### config.mk
export PLATFORM = sky130hd
export DESIGN_NAME = bch_systematic_encoder_core
export DESIGN_NICKNAME = d
export VERILOG_FILES = /design/src/hdl/bchenc_pkg.sv /design/src/hdl/bchenc_cell.sv /design/src/hdl/bch_systematic_encoder_core.sv
export SDC_FILE = /design/constraint.sdc
export NUM_CORES = 1
export LEC_CHECK = 0
export ABC_AREA = 1
export BUFFER_PORTS_ARGS = -buffer_cell sky130_fd_sc_hd__buf_2
export CAP_MARGIN = 20
export CORE_UTILIZATION = 45
export CTS_BUF_LIST = sky130_fd_sc_hd__clkbuf_16
export CTS_CLUSTER_SIZE = 12
export DETAILED_ROUTE_END_ITERATION = 8
export PLACE_DENSITY = 0.65
export SYNTH_ARGS = -nofsm -noshare
export SYNTH_HDL_FRONTEND = slang
export SYNTH_SLANG_ARGS = --single-unit
### constraint.sdc
create_clock -name clk_i -period 2.94 [get_ports clk_i]
set_input_delay 0.147 -clock clk_i [delete_from_list [all_inputs] [get_ports clk_i]]
set_output_delay 0.147 -clock clk_i [all_outputs]
set_load 0.01 [all_outputs]
### src/hdl/bchenc_pkg.sv
package bchenc_pkg;

  // Sizing
  localparam int unsigned ParityMax  = 32;  // cells in the remainder chain
  localparam int unsigned CountWidth = 16;  // message bit counter width
  localparam int unsigned GenW       = 32;  // gen_poly register width
  localparam int unsigned ParLenW    = 6;   // parity_len register width
  localparam int unsigned MsgLenW    = 16;  // msg_len register width
  localparam int unsigned CfgIdxW    = 2;   // config register index width
  localparam int unsigned RemIdxW    = (ParityMax > 1) ? $clog2(ParityMax) : 1;

  // Register reset values
  localparam logic [GenW-1:0]    GenPolyRst   = GenW'(3);
  localparam logic [ParLenW-1:0] ParityLenRst = ParLenW'(3);
  localparam logic [MsgLenW-1:0] MsgLenRst    = MsgLenW'(4);

  // Config register map
  typedef enum logic [CfgIdxW-1:0] {
    RegGenPoly   = 2'd0,
    RegParityLen = 2'd1,
    RegMsgLen    = 2'd2
  } cfg_reg_e;

  // Per-cycle control shared by every cell of the chain
  typedef struct packed {
    logic shift;  // advance the chain this cycle
    logic fb;     // feedback bit (zero while parity drains)
  } cell_ctrl_t;

endpackage

### src/hdl/bchenc_cell.sv
module bchenc_cell (
  input  logic                    clk_i,
  input  logic                    rst_ni,
  input  bchenc_pkg::cell_ctrl_t  ctrl_i,
  input  logic                    active_i,  // cell index below parity length
  input  logic                    gen_i,     // generator coefficient for this cell
  input  logic                    prev_i,    // lower neighbor's bit
  output logic                    bit_o
);

  logic rem_d, rem_q;

  // Shift in the neighbor bit, fold in feedback; inactive cells stay clear
  assign rem_d = active_i & (prev_i ^ (ctrl_i.fb & gen_i));

  always_ff @(posedge clk_i or negedge rst_ni) begin
    if (!rst_ni) begin
      rem_q <= 1'b0;
    end else if (ctrl_i.shift) begin
      rem_q <= rem_d;
    end
  end

  assign bit_o = rem_q;

endmodule

### src/hdl/bch_systematic_encoder_core.sv
// Channel   Dir  Fields (low bit up)
// s_axis    in   tdata[0] msg_bit
// m_axis    out  tdata[0] code_bit, tuser[0] is_parity, tlast block_last
// cfg       in   cfg_index_i register index, cfg_data_i value
//
// One message bit per cycle: it goes straight to the output register and
// shifts the remainder chain once (held while the parity length is zero, until the block ends).
// After a block's last message bit the input stalls while the chain drains
// its remainder of min(parity_len, 32) bits, top bit first.
// Output stalls hold the output register and stretch both phases.
// Reset clears the remainder and counters and loads register defaults.
module bch_systematic_encoder_core (
  input  logic                               clk_i,
  input  logic                               rst_ni,
  // message input
  input  logic                               s_axis_tvalid,
  output logic                               s_axis_tready,
  input  logic [7:0]                         s_axis_tdata,   // [0] msg_bit
  // code output
  output logic                               m_axis_tvalid,
  input  logic                               m_axis_tready,
  output logic [7:0]                         m_axis_tdata,   // [0] code_bit
  output logic                               m_axis_tuser,   // [0] is_parity
  output logic                               m_axis_tlast,   // block_last
  // configuration writes
  input  logic                               cfg_valid_i,
  output logic                               cfg_ready_o,
  input  logic [bchenc_pkg::CfgIdxW-1:0]     cfg_index_i,
  input  logic [bchenc_pkg::GenW-1:0]        cfg_data_i
);

  localparam int unsigned ParityMax  = bchenc_pkg::ParityMax;
  localparam int unsigned CountWidth = bchenc_pkg::CountWidth;
  localparam int unsigned GenW       = bchenc_pkg::GenW;
  localparam int unsigned ParLenW    = bchenc_pkg::ParLenW;
  localparam int unsigned MsgLenW    = bchenc_pkg::MsgLenW;
  localparam int unsigned RemIdxW    = bchenc_pkg::RemIdxW;

  // Configuration registers
  logic [GenW-1:0]    gen_poly_q;
  logic [ParLenW-1:0] parity_len_q;
  logic [MsgLenW-1:0] msg_len_q;

  assign cfg_ready_o = 1'b1;

  always_ff @(posedge clk_i or negedge rst_ni) begin
    if (!rst_ni) begin
      gen_poly_q   <= bchenc_pkg::GenPolyRst;
      parity_len_q <= bchenc_pkg::ParityLenRst;
      msg_len_q    <= bchenc_pkg::MsgLenRst;
    end else if (cfg_valid_i) begin
      unique case (cfg_index_i)
        bchenc_pkg::RegGenPoly:   gen_poly_q   <= cfg_data_i;
        bchenc_pkg::RegParityLen: parity_len_q <= cfg_data_i[ParLenW-1:0];
        bchenc_pkg::RegMsgLen:    msg_len_q    <= cfg_data_i[MsgLenW-1:0];
        default: ;
      endcase
    end
  end

  // Effective parity length, saturated to the chain length
  logic [ParLenW-1:0] r_eff;
  logic [ParLenW-1:0] r_m1;
  assign r_eff = (parity_len_q > ParLenW'(ParityMax)) ? ParLenW'(ParityMax) : parity_len_q;
  assign r_m1  = r_eff - ParLenW'(1);

  // Handshake and flow state
  logic                  out_vld_q, out_vld_d;
  logic                  out_bit_q, out_bit_d;
  logic                  out_par_q, out_par_d;
  logic                  out_last_q, out_last_d;
  logic [ParLenW-1:0]    tail_q, tail_d;
  logic [CountWidth-1:0] cnt_q, cnt_d;
  logic [CountWidth-1:0] cnt_nxt;
  logic [CountWidth-1:0] len_cmp;
  logic                  out_free, tail_busy, in_xfer, tail_step, blk_end;
  logic                  msg_bit, top_bit;
  logic [ParityMax-1:0]  rem;
  bchenc_pkg::cell_ctrl_t ctrl;

  assign out_free  = !out_vld_q || m_axis_tready;
  assign tail_busy = (tail_q != '0);
  assign s_axis_tready = out_free && !tail_busy;
  assign in_xfer   = s_axis_tvalid && s_axis_tready;
  assign tail_step = out_free && tail_busy;
  assign msg_bit   = s_axis_tdata[0];

  // Block length compare within the counter width
  if (CountWidth <= MsgLenW) begin : g_len_trunc
    assign len_cmp = msg_len_q[CountWidth-1:0];
  end else begin : g_len_ext
    assign len_cmp = {{(CountWidth-MsgLenW){1'b0}}, msg_len_q};
  end

  assign cnt_nxt = cnt_q + CountWidth'(1);
  assign blk_end = (cnt_nxt == len_cmp);

  // Top remainder bit: feedback tap and parity output
  assign top_bit = (r_eff != '0) ? rem[r_m1[RemIdxW-1:0]] : 1'b0;

  // With no parity the chain keeps its bits until the block ends
  assign ctrl.shift = tail_step || (in_xfer && ((r_eff != '0) || blk_end));
  assign ctrl.fb    = in_xfer && (msg_bit ^ top_bit);

  // Remainder cell chain
  for (genvar i = 0; i < ParityMax; i++) begin : g_cell
    logic prev, gen_bit, active;
    if (i == 0) begin : g_first
      assign prev    = 1'b0;
      assign gen_bit = 1'b1;
    end else begin : g_rest
      assign prev = rem[i-1];
      if (i < GenW) begin : g_gen
        assign gen_bit = gen_poly_q[i];
      end else begin : g_nogen
        assign gen_bit = 1'b0;
      end
    end
    assign active = (r_eff > ParLenW'(i));

    bchenc_cell u_cell (
      .clk_i    (clk_i),
      .rst_ni   (rst_ni),
      .ctrl_i   (ctrl),
      .active_i (active),
      .gen_i    (gen_bit),
      .prev_i   (prev),
      .bit_o    (rem[i])
    );
  end

  // Output register, counter and parity tail next state
  always_comb begin
    out_vld_d  = out_vld_q;
    out_bit_d  = out_bit_q;
    out_par_d  = out_par_q;
    out_last_d = out_last_q;
    tail_d     = tail_q;
    cnt_d      = cnt_q;
    priority if (in_xfer) begin
      out_vld_d  = 1'b1;
      out_bit_d  = msg_bit;
      out_par_d  = 1'b0;
      out_last_d = blk_end && (r_eff == '0);
      tail_d     = blk_end ? r_eff : '0;
      cnt_d      = blk_end ? '0 : cnt_nxt;
    end else if (tail_step) begin
      out_vld_d  = 1'b1;
      out_bit_d  = top_bit;
      out_par_d  = 1'b1;
      out_last_d = (tail_q == ParLenW'(1));
      tail_d     = tail_q - ParLenW'(1);
    end else if (m_axis_tready) begin
      out_vld_d  = 1'b0;
    end
  end

  always_ff @(posedge clk_i or negedge rst_ni) begin
    if (!rst_ni) begin
      out_vld_q <= 1'b0;
      tail_q    <= '0;
      cnt_q     <= '0;
    end else begin
      out_vld_q <= out_vld_d;
      tail_q    <= tail_d;
      cnt_q     <= cnt_d;
    end
  end

  // Output payload, no reset
  always_ff @(posedge clk_i) begin
    out_bit_q  <= out_bit_d;
    out_par_q  <= out_par_d;
    out_last_q <= out_last_d;
  end

  assign m_axis_tvalid = out_vld_q;
  assign m_axis_tdata  = {7'b0, out_bit_q};
  assign m_axis_tuser  = out_par_q;
  assign m_axis_tlast  = out_last_q;

endmodule
Word level (Yosys, flattened, before mapping) --
Index checks and enable logic that the tools add are counted.
Storage, ports and cells: output and inout bits 13, input bits 47, register bits 112, logic and storage cells 212
Cells by class: reductions and logical operators 20, $lt $le $gt $ge 34, bitwise operators 95, add/sub/neg operators 3, eq/ne operators 4, mux-type cells 15
Operators by type and width (number):
- $gt A6 B5 Y1 const B | 16
- $and A1 B1 Y1 | 63
- $gt A6 B4 Y1 const B | 8
- $xor A1 B1 Y1 | 32
- $gt A6 B3 Y1 const B | 4
- $mux W6 | 4
- $add A16 B1 Y16 const B | 1
- $eq A16 B16 Y1 | 1
- $mux W16 | 1
- $gt A6 B1 Y1 const B | 2
- $gt A6 B2 Y1 const B | 2
- $reduce_bool A6 Y1 | 2
- $mux W1 | 9
- $eq A6 B1 Y1 const B | 1
- $gt A6 B6 Y1 const B | 1
- $logic_and A1 B1 Y1 | 6
- $logic_not A6 Y1 | 1
- $lt A5 B6 Y1 const B | 1
- $reduce_and A2 Y1 | 3
- $sub A6 B1 Y6 const B | 1
- $bmux W1 S5 | 1
- $sub A5 B1 Y5 const B | 1
- $logic_or A1 B1 Y1 | 3
- $reduce_bool A3 Y1 | 1
- 5 further kinds | 6

Logic depth before layout (Yosys ltp) --
Gate-level depths: netlist of the first run.
depth in word-level cells 11, gate-level depth with buffers 23, depth with buffers taken out 21

By module --
A second synthesis of the first run with hierarchy kept.
Second synthesis, totals: cell total of the unflattened synthesis 1048, area, all modules 7041.8 µm²
By module, submodules not included:
- bch_systematic_encoder_core | sequential area each 1986.9 µm², area an instance 4959.8 µm², times used 1, cells each 696
- bchenc_cell | sequential area each 25.0 µm², area an instance 65.1 µm², times used 32, cells each 11

Worst setup path before layout of the first run --
OpenSTA, ideal clock, no wires.
kind register to register, start register parity_len_q[0], end register g_cell[15].u_cell.rem_q, path slack 0.043 ns, cell stages (with the launch flop) 23, data required time 2.822 ns, library setup time 0.118 ns, data arrival time 2.779 ns, period minus slack after synthesis 2.897 ns, path through dfstp_2 > nor2_1 > nand3_2 > nand2_4 > nand2_4 > buf_6 > inv_1 > ha_1 > clkbuf_1 > inv_1 > nand3_1 > nand3_1 > nand3_1 > nand3_1 > nand2_1 > nand2_1 > nand2_2 > inv_2 > nor2_4 > buf_6 > nand3_1 > nand3_1 > nand2_1
Between the ends: word-level cells in the longest chain between the ends 11, elaborated cells on any way between the ends 16, those cells by class 1 x add/sub; 2 x order compare; 4 x mux; 4 x bitwise; 5 x reduce/logical
RTL lines:
- start: declaration | RTL line bch_systematic_encoder_core.sv:41 | logic [ParLenW-1:0] parity_len_q;
- start signal: assignment | RTL line bch_systematic_encoder_core.sv:49 | parity_len_q <= bchenc_pkg::ParityLenRst;
- start signal: assignment | RTL line bch_systematic_encoder_core.sv:54 | bchenc_pkg::RegParityLen: parity_len_q <= cfg_data_i[ParLenW-1:0];
- $gt A6 B6 Y1 | RTL line bch_systematic_encoder_core.sv:64 | assign r_eff = (parity_len_q > ParLenW'(ParityMax)) ? ParLenW'(ParityMax) : parity_len_q;
- $mux W6 (*) | RTL line bch_systematic_encoder_core.sv:64
- $sub A5 B1 Y5 | RTL line bch_systematic_encoder_core.sv:65 | assign r_m1 = r_eff - ParLenW'(1);
- $bmux W1 S5 | RTL line bch_systematic_encoder_core.sv:99 | assign top_bit = (r_eff != '0) ? rem[r_m1[RemIdxW-1:0]] : 1'b0;
- $mux W1 (not written as such) | RTL line bch_systematic_encoder_core.sv:99
- $mux W1 | RTL line bch_systematic_encoder_core.sv:99
- $xor A1 B1 Y1 | RTL line bch_systematic_encoder_core.sv:103 | assign ctrl.fb = in_xfer && (msg_bit ^ top_bit);
- $logic_and A1 B1 Y1 | RTL line bch_systematic_encoder_core.sv:103
- $and A1 B1 Y1 | RTL line bchenc_cell.sv:14 | assign rem_d = active_i & (prev_i ^ (ctrl_i.fb & gen_i));
- $xor A1 B1 Y1 | RTL line bchenc_cell.sv:14
- $and A1 B1 Y1 | RTL line bchenc_cell.sv:14
- end signal: assignment | RTL line bchenc_cell.sv:20 | rem_q <= rem_d;
- end: declaration | RTL line bchenc_cell.sv:11 | logic rem_d, rem_q;
Mark *: on every way between the ends. The rest lies on a longest branch, timed or not. The select of a mux whose other input is x is not followed. A chain may end at the register's enable or synchronous reset.

Worst setup path after layout of the first run --
start register parity_len_q[1], end register g_cell[21].u_cell.rem_q
Between the ends: word-level cells in the longest chain between the ends 11, elaborated cells on any way between the ends 16, those cells by class 1 x add/sub; 2 x order compare; 4 x mux; 4 x bitwise; 5 x reduce/logical
RTL lines (RTL line):
- $gt A6 B6 Y1 | bch_systematic_encoder_core.sv:64
- $mux W6 (*) | bch_systematic_encoder_core.sv:64
- $sub A5 B1 Y5 | bch_systematic_encoder_core.sv:65
- $bmux W1 S5 | bch_systematic_encoder_core.sv:99
- $mux W1 (not written as such) | bch_systematic_encoder_core.sv:99
- $mux W1 | bch_systematic_encoder_core.sv:99
- $xor A1 B1 Y1 | bch_systematic_encoder_core.sv:103
- $logic_and A1 B1 Y1 | bch_systematic_encoder_core.sv:103
- $and A1 B1 Y1 | bchenc_cell.sv:14
- $xor A1 B1 Y1 | bchenc_cell.sv:14
- $and A1 B1 Y1 | bchenc_cell.sv:14
- end signal: assignment | bchenc_cell.sv:20
- end: declaration | bchenc_cell.sv:11
Marked as above.

==> results of run 1 <==
[power groups by stage]
stage	combinational, mW	clock (mW)	sequential [mW]
after global placement	2.12	0	2.12
after CTS	2.16	1.36	2.10
after detailed placement	2.14	0	2.13
after floorplan	1.50	0	2.06
final	2.49	1.32	2.11
after global routing	2.75	1.41	2.16
[sequential cells by signal, summed over array words and instances, names as in the netlist]
register / count
g_cell.u_cell.bit_o: 32
m_axis_tlast: 1
cnt_q: 16
parity_len_q: 6
tail_q: 6
out_bit_q: 1
len_cmp: 16
m_axis_tvalid: 1
gen_poly_q: 31
m_axis_tuser: 1
[cell families after synthesis]
kind of cell	share of synthesized area [%]
and+or+nand+nor	34.9
adders and majority gates	1.11
buffers and inverters	10.8
muxes	2.66
DFF	41.1
AOI/OAI and AO/OA	7.53
xor gates and xnor gates	1.81
other	0.111
[stage by stage]
step           utilization (%)  hold WS, ns
6_report                  56.9       0.0109
5_1_grt                   56.9      0.00122
4_1_cts                   53.2     0.000340
3_5_place_dp              50.6        0.216
3_3_place_gp              50.6        0.216
2_1_floorplan                -       -0.149
[repair_timing]
item / in CTS / in global routing
hold buffers: 6 / 0
endpoints found under the setup margin: 0 / 38
buffers inserted: 0 / 9
endpoints found under the hold margin: 55 / 0
resized for setup: 0 / 79
[synth_stat cells, drive strengths merged, types with 2 or more instances]
| cell | n |
|---|---|
| a21oi | 8 |
| a311oi | 2 |
| buf | 30 |
| clkbuf | 18 |
| clkinv | 2 |
| conb | 2 |
| dfrtp | 104 |
| dfstp | 4 |
| edfxtp | 2 |
| ha | 6 |
| inv | 118 |
| mux2 | 16 |
| nand2 | 244 |
| nand3 | 149 |
| nand3b | 2 |
| nand4 | 38 |
| nor2 | 77 |
| nor3 | 6 |
| o211ai | 2 |
| o21ai | 65 |
| o22ai | 7 |
| o31ai | 4 |
| or2 | 2 |
| xnor2 | 4 |
| xor2 | 10 |
[critical path: cells and delay by family, from the launching register on]
family	cells	cell delay (ns)
flip-flops	1	0.61
adder cells (fa/ha/maj)	1	0.29
AND/OR/NAND/NOR	13	1.05
buffers and inverters	7	0.78
[routing by layer]
metal	global-route usage (%)	vias to the layer above	wire [um]
met3	5.03	26	982
li1	-	3170	-
met1	35.2	2990	9020
met4	6.24	0	334
met5	0	-	0
met2	37.2	162	8270
[area by class of cell]
cell class                 instances  share of cell area, %
clock inverter                     7                   1.21
multi-input combinational        657                   43.5
sequential                       111                   33.6
tap                              184                   2.77
timing repair buffer             109                   10.7
clock buffer                       9                   2.71
inverter                         120                   5.52
[final timing paths]
path                                            to
max                        g_cell[21].u_cell.bit_o
min                                 gen_poly_q[23]
max reg2reg                g_cell[21].u_cell.bit_o
min reg2reg                           m_axis_tuser
max in group asynchronous            gen_poly_q[1]
min in group asynchronous                cnt_q[12]
==> results.py, run 1 <==
metrics = {
    "detailed_routing": {
        "drtPass1Iterations": 5,
        "wirelength_mm": 18.6,
        "postRouteAntennaNets": 0,
        "first_iter_violations": 538,
        "vias": 6348,
        "viasPerCell": 5.30,
        "wire_per_inst_um": 15.5,
        "route.detailed.drc": 0,
    },
    "synth": {
        "synth_cell_types": 44,
        "synth_top_area_cell": "dfrtp_1",
        "syn_inst": 930,
        "syn_area_per_cell_sq_um": 7.29,
        "synth_area_sq_mm": 0.00678,
        "synth-seq-cells": 111,
        "synth_area_leaders": "dfrtp_1, nand2_1, nand3_1, inv_1, o21ai_0",
        "synthFlopType": "dfrtp_1",
        "synth_edf_count": 2,
        "post-synth-top-area-fraction_pct": 38.4,
        "yosysSeqAreaShare_pct": 41.1,
        "synth_warnings": 0,
        "async_flop_share_pct": 97.3,
    },
    "timing": {
        "rsz0062_at_grt": "yes",
        "fin_ws_ns": 0.107,
        "fmax_mhz": 353,
        "worst_pin_slew_ns": 0.662,
        "timing.final.crit_share_pct": 96.3,
        "min_period_ns": 2.83,
        "setup_viol": 0,
        "fin_setup_tns_ns": 0,
        "skew_ns": 0.00898,
        "max-slew-margin-rel_pct": 55.8,
        "drv_slew": 0,
        "hold_viol": 0,
    },
    "worst_setup_path": {
        "critPathCaptureType": "register",
        "worstRegToRegCells": 21,
        "cp_max_fo": 8,
        "required_ns": 3.20,
        "r2r_setup_slack_ns": 0.11,
        "worst-setup-path-type": "reg2reg",
        "regToRegStartpoint": "parity_len_q[1]",
        "worstPathCellList": "inv_2, nor2_4, inv_2, buf_4, ha_4, buf_12, nand3_2, nand3_2, nand3_2, nand2_2, nand2_2, nand2_4, nand2_2, nand2_2, inv_2, nor2_4, buf_12, clkbuf_16, nand3_2, nand3_1, nand2_1",
        "slowest_stage": "dfstp_2",
        "arrival_ns": 3.09,
        "start_kind": "register",
        "max_stage_delay_ns": 0.61,
        "cp-startpoint": "parity_len_q[1]",
    },
    "place": {
        "placed_area_sq_mm": 0.00738,
        "pre_cts_slack_ns": 0.102,
        "gp_congestion": 0.975,
        "post-place-cells": 1162,
        "hpwl_mm": 13.1,
        "io_buffers": 44,
    },
    "power": {
        "power_switching_mw": 2.45,
        "pwr-share-clk_pct": 22.3,
        "intPower_mw": 3.47,
        "pwr_density_cell_mw_per_mm2": 714,
        "power_mw": 5.93,
        "p_seq_share_pct": 35.6,
        "p_comb_share_pct": 42.0,
        "ir_drop_uv": 563,
        "p_leak_nw": 4.11,
        "swShare_pct": 41.4,
    },
    "die": {
        "die_h_um": 125,
        "io_pins": 60,
        "core.rowCount": 44,
        "die_x_um": 125,
        "start_util_pct": 46.5,
        "die-area_sq_mm": 0.0156,
        "core_sq_mm": 0.0146,
    },
    "global_route": {
        "overflow": 0,
        "grt_pass1_vias": 6085,
        "grt_max_degree": 59,
        "antenna_found_initial": 0,
        "grt_usage_pct": 24.4,
        "grt_first_pass_wirelength_mm": 30.5,
    },
    "layout": {
        "layout-drive-gt1-share_pct": 22.7,
        "fin_area_sq_mm": 0.00830,
        "fillers": 1379,
        "finalNonFillerCells": 1197,
        "multiInputGateArea_sq_mm": 0.00361,
        "layout_common_cells": "nand2_1, nand3_1, inv_1",
        "num_antenna_cells": 0,
        "nNetsFinal": 1061,
        "final_common_cell": "nand2_1",
        "area_growth_syn_to_layout_pct": 22.4,
        "register_area_sq_mm": 0.00279,
    },
    "clock_network": {
        "numCtsBuffers": 9,
        "clkSinkCount": 111,
        "htree_levels": 3,
        "cts_tree": "yes",
        "clkTransAtPathRegs_ns": 0.08,
        "clockRootBuffer": "clkbuf_16",
        "clock_latency_ns": 0.37,
        "clk_path_buf_depth": 2,
    },
    "hold_path": {
        "hp-class": "in2reg",
        "whs_path_depth": 2,
        "hp-start": "cfg_data_i[23]",
    },
    "outcome": {
        "status": "finished clean",
    },
    "flow_run": {
        "maxCapViolCount": 0,
    },
}
No activity file was read; power rests on OpenSTA's default activity.
==> run 2: changes to the inputs <==
--- a/config.mk
+++ b/config.mk
@@ -10,9 +10,11 @@
 export CAP_MARGIN = 20
 export CORE_UTILIZATION = 45
 export CTS_BUF_LIST = sky130_fd_sc_hd__clkbuf_16
+export CTS_CLUSTER_DIAMETER = 150
 export CTS_CLUSTER_SIZE = 12
 export DETAILED_ROUTE_END_ITERATION = 8
 export PLACE_DENSITY = 0.65
 export SYNTH_ARGS = -nofsm -noshare
 export SYNTH_HDL_FRONTEND = slang
+export SYNTH_HIERARCHICAL = 1
 export SYNTH_SLANG_ARGS = --single-unit
==> run 2 against run 1 <==
Against the previous run: count of clock-buffer cells in the layout unchanged; area after synthesis up 3.9%; cell area down 1.3%; die area grew 3.8%; sequential power is essentially flat.
==> results.py, run 2 <==
metrics = {
    "outcome": {
        "status": "finished clean",
    },
    "die": {
        "die-area_sq_mm": 0.0162,
        "die_x_um": 127,
        "io_pins": 60,
        "core_sq_mm": 0.0153,
        "start_util_pct": 46.2,
        "core.rowCount": 45,
        "die_h_um": 127,
    },
    "detailed_routing": {
        "route.detailed.drc": 0,
        "wirelength_mm": 17.5,
        "first_iter_violations": 395,
        "vias": 6560,
        "postRouteAntennaNets": 0,
        "wire_per_inst_um": 13.1,
        "viasPerCell": 4.92,
        "drtPass1Iterations": 5,
    },
    "global_route": {
        "grt_max_degree": 62,
        "overflow": 0,
        "grt_first_pass_wirelength_mm": 29.1,
        "grt_pass1_vias": 5985,
        "grt_usage_pct": 22.7,
        "antenna_found_initial": 0,
    },
    "timing": {
        "min_period_ns": 2.75,
        "max-slew-margin-rel_pct": 38.4,
        "setup_viol": 0,
        "rsz0062_at_grt": "no",
        "fin_setup_tns_ns": 0,
        "fin_ws_ns": 0.187,
        "fmax_mhz": 363,
        "hold_viol": 0,
        "timing.final.crit_share_pct": 93.6,
        "skew_ns": 0.00444,
        "worst_pin_slew_ns": 0.921,
        "drv_slew": 0,
    },
    "flow_run": {
        "maxCapViolCount": 0,
    },
    "layout": {
        "num_antenna_cells": 0,
        "nNetsFinal": 1171,
        "layout_common_cells": "nand2_1, inv_1, nand3_1",
        "area_growth_syn_to_layout_pct": 16.3,
        "utilization_pct": 53.7,
        "largest_reg_flops": 32,
        "final_common_cell": "nand2_1",
        "layout-drive-gt1-share_pct": 13.5,
        "fillers": 1530,
    },
    "clock_network": {
        "clkSinkCount": 111,
        "clkTransAtPathRegs_ns": 0.08,
        "htree_levels": 3,
        "cts_tree": "yes",
        "clock_latency_ns": 0.36,
        "clockRootBuffer": "clkbuf_16",
        "clk_path_buf_depth": 2,
        "numCtsBuffers": 9,
    },
    "synth": {
        "synth_top_area_cell": "dfrtp_1",
        "synth_warnings": 6,
        "synth_area_sq_mm": 0.00704,
        "synthFlopType": "dfrtp_1",
        "syn_inst": 1048,
        "syn_area_per_cell_sq_um": 6.72,
        "synth_area_leaders": "dfrtp_1, nand2_1, nand3_1, inv_1, o21ai_0",
        "synth_edf_count": 2,
        "synth-seq-cells": 111,
        "synth_common_cells": "nand2_1, inv_1, nand3_1",
        "async_flop_share_pct": 97.3,
        "post-synth-top-area-fraction_pct": 37.0,
        "yosysSeqAreaShare_pct": 39.6,
        "yosysMostFrequentCell": "nand2_1",
        "synth_cell_types": 44,
    },
    "place": {
        "io_buffers": 44,
        "gp_congestion": 0.930,
        "pre_cts_slack_ns": 0.210,
        "hpwl_mm": 12.7,
    },
    "hold_path": {
        "hp-class": "in2reg",
    },
    "power": {
        "pwr_density_cell_mw_per_mm2": 650,
        "p_leak_nw": 4.47,
        "ir_drop_uv": 370,
    },
    "worst_setup_path": {
        "worst-setup-path-type": "reg2reg",
        "required_ns": 3.19,
        "start_kind": "register",
        "r2r_setup_slack_ns": 0.19,
        "cp_max_fo": 16,
        "arrival_ns": 3.01,
        "critPathCaptureType": "register",
    },
}
run 2: cells by family after synthesis:
family          Yosys count  synth area share [%]
compound gates           97                  7.76
fa+ha+maj                 7                  1.24
other cells               2                 0.107
simple gates            592                  35.9
xor+xnor                  5                 0.622
flops                   111                  39.6
buf+inv                 218                  12.3
mux                      16                  2.56
run 2: repair_timing:
action                                 4_1_cts  5_1_grt
setup endpoints to repair                    0       32
buffers inserted                             0        7
hold buffers                                 1        0
endpoints found under the hold margin       72        0
gates resized for setup                      0        5
run 2: critical path, stage by stage (launching register included):
cell and delay [ns]:
dfstp_2 0.57, nand2_2 0.11, buf_4 0.16, ha_4 0.19
xor2_4 0.28, buf_4 0.17, nand2_1 0.04, o21ai_1 0.07
nand2_1 0.06, nand2_1 0.06, nand2_1 0.06, nand3_2 0.10
nand2_1 0.06, inv_1 0.09, nor2_4 0.05, buf_12 0.14
clkbuf_16 0.17, nand2_1 0.07, nand2_1 0.05, nand3_1 0.08
nand2_1 0.05
run 2: final timing paths:
check	start	to	cells past startpoint
max	parity_len_q[1]	g_cell[5].u_cell/bit_o	20
min reg2reg	m_axis_tuser	m_axis_tuser	2
min in group asynchronous	rst_ni	cnt_q[7]	3
max in group asynchronous	rst_ni	g_cell[28].u_cell/bit_o	3
max reg2reg	parity_len_q[1]	g_cell[5].u_cell/bit_o	20
min	cfg_data_i[20]	gen_poly_q[20]	2
run 2: layout make-up:
cell class                      count  area (sq um)  area share (%)
Multi-Input combinational cell    729          3540            43.2
Sequential cell                   111          2790            34.1
Inverter                          191           724            8.85
Timing Repair Buffer               75           568            6.94
Tap cell                          211           264            3.22
Clock buffer                        9           225            2.75
Clock inverter                      7          78.8           0.963
run 2: where the power goes:
part	switching [mW]	total [mW]	internal [mW]
combinational	1.19	1.92	0.732
sequential	0.301	2.12	1.82
clock	0.604	1.28	0.673
total	2.09	5.32	3.23
run 2: per-layer routing:
metal | wire length (um) | up-vias | part of all wire, % | global-route usage [%]
met5 | 0 | - | 0 | 0
met4 | 365 | 0 | 2.1 | 6.79
met3 | 638 | 23 | 3.7 | 4.27
met2 | 7930 | 124 | 45 | 36.6
met1 | 8540 | 3029 | 49 | 31.2
li1 | - | 3384 | - | -
run 2: metrics by stage:
step / area, sq um / std cells / hold slack [ns] / total power [mW]
5_1_grt: 8190 / 1333 / 0.00563 / 5.70
3_3_place_gp: 7730 / 1307 / 0.301 / 3.96
2_1_floorplan: 7200 / 1058 / -0.149 / 3.47
3_5_place_dp: 7730 / 1307 / 0.286 / 3.99
6_report: 8190 / 1333 / 0.0137 / 5.32
4_1_cts: 8040 / 1324 / 0.00278 / 5.28
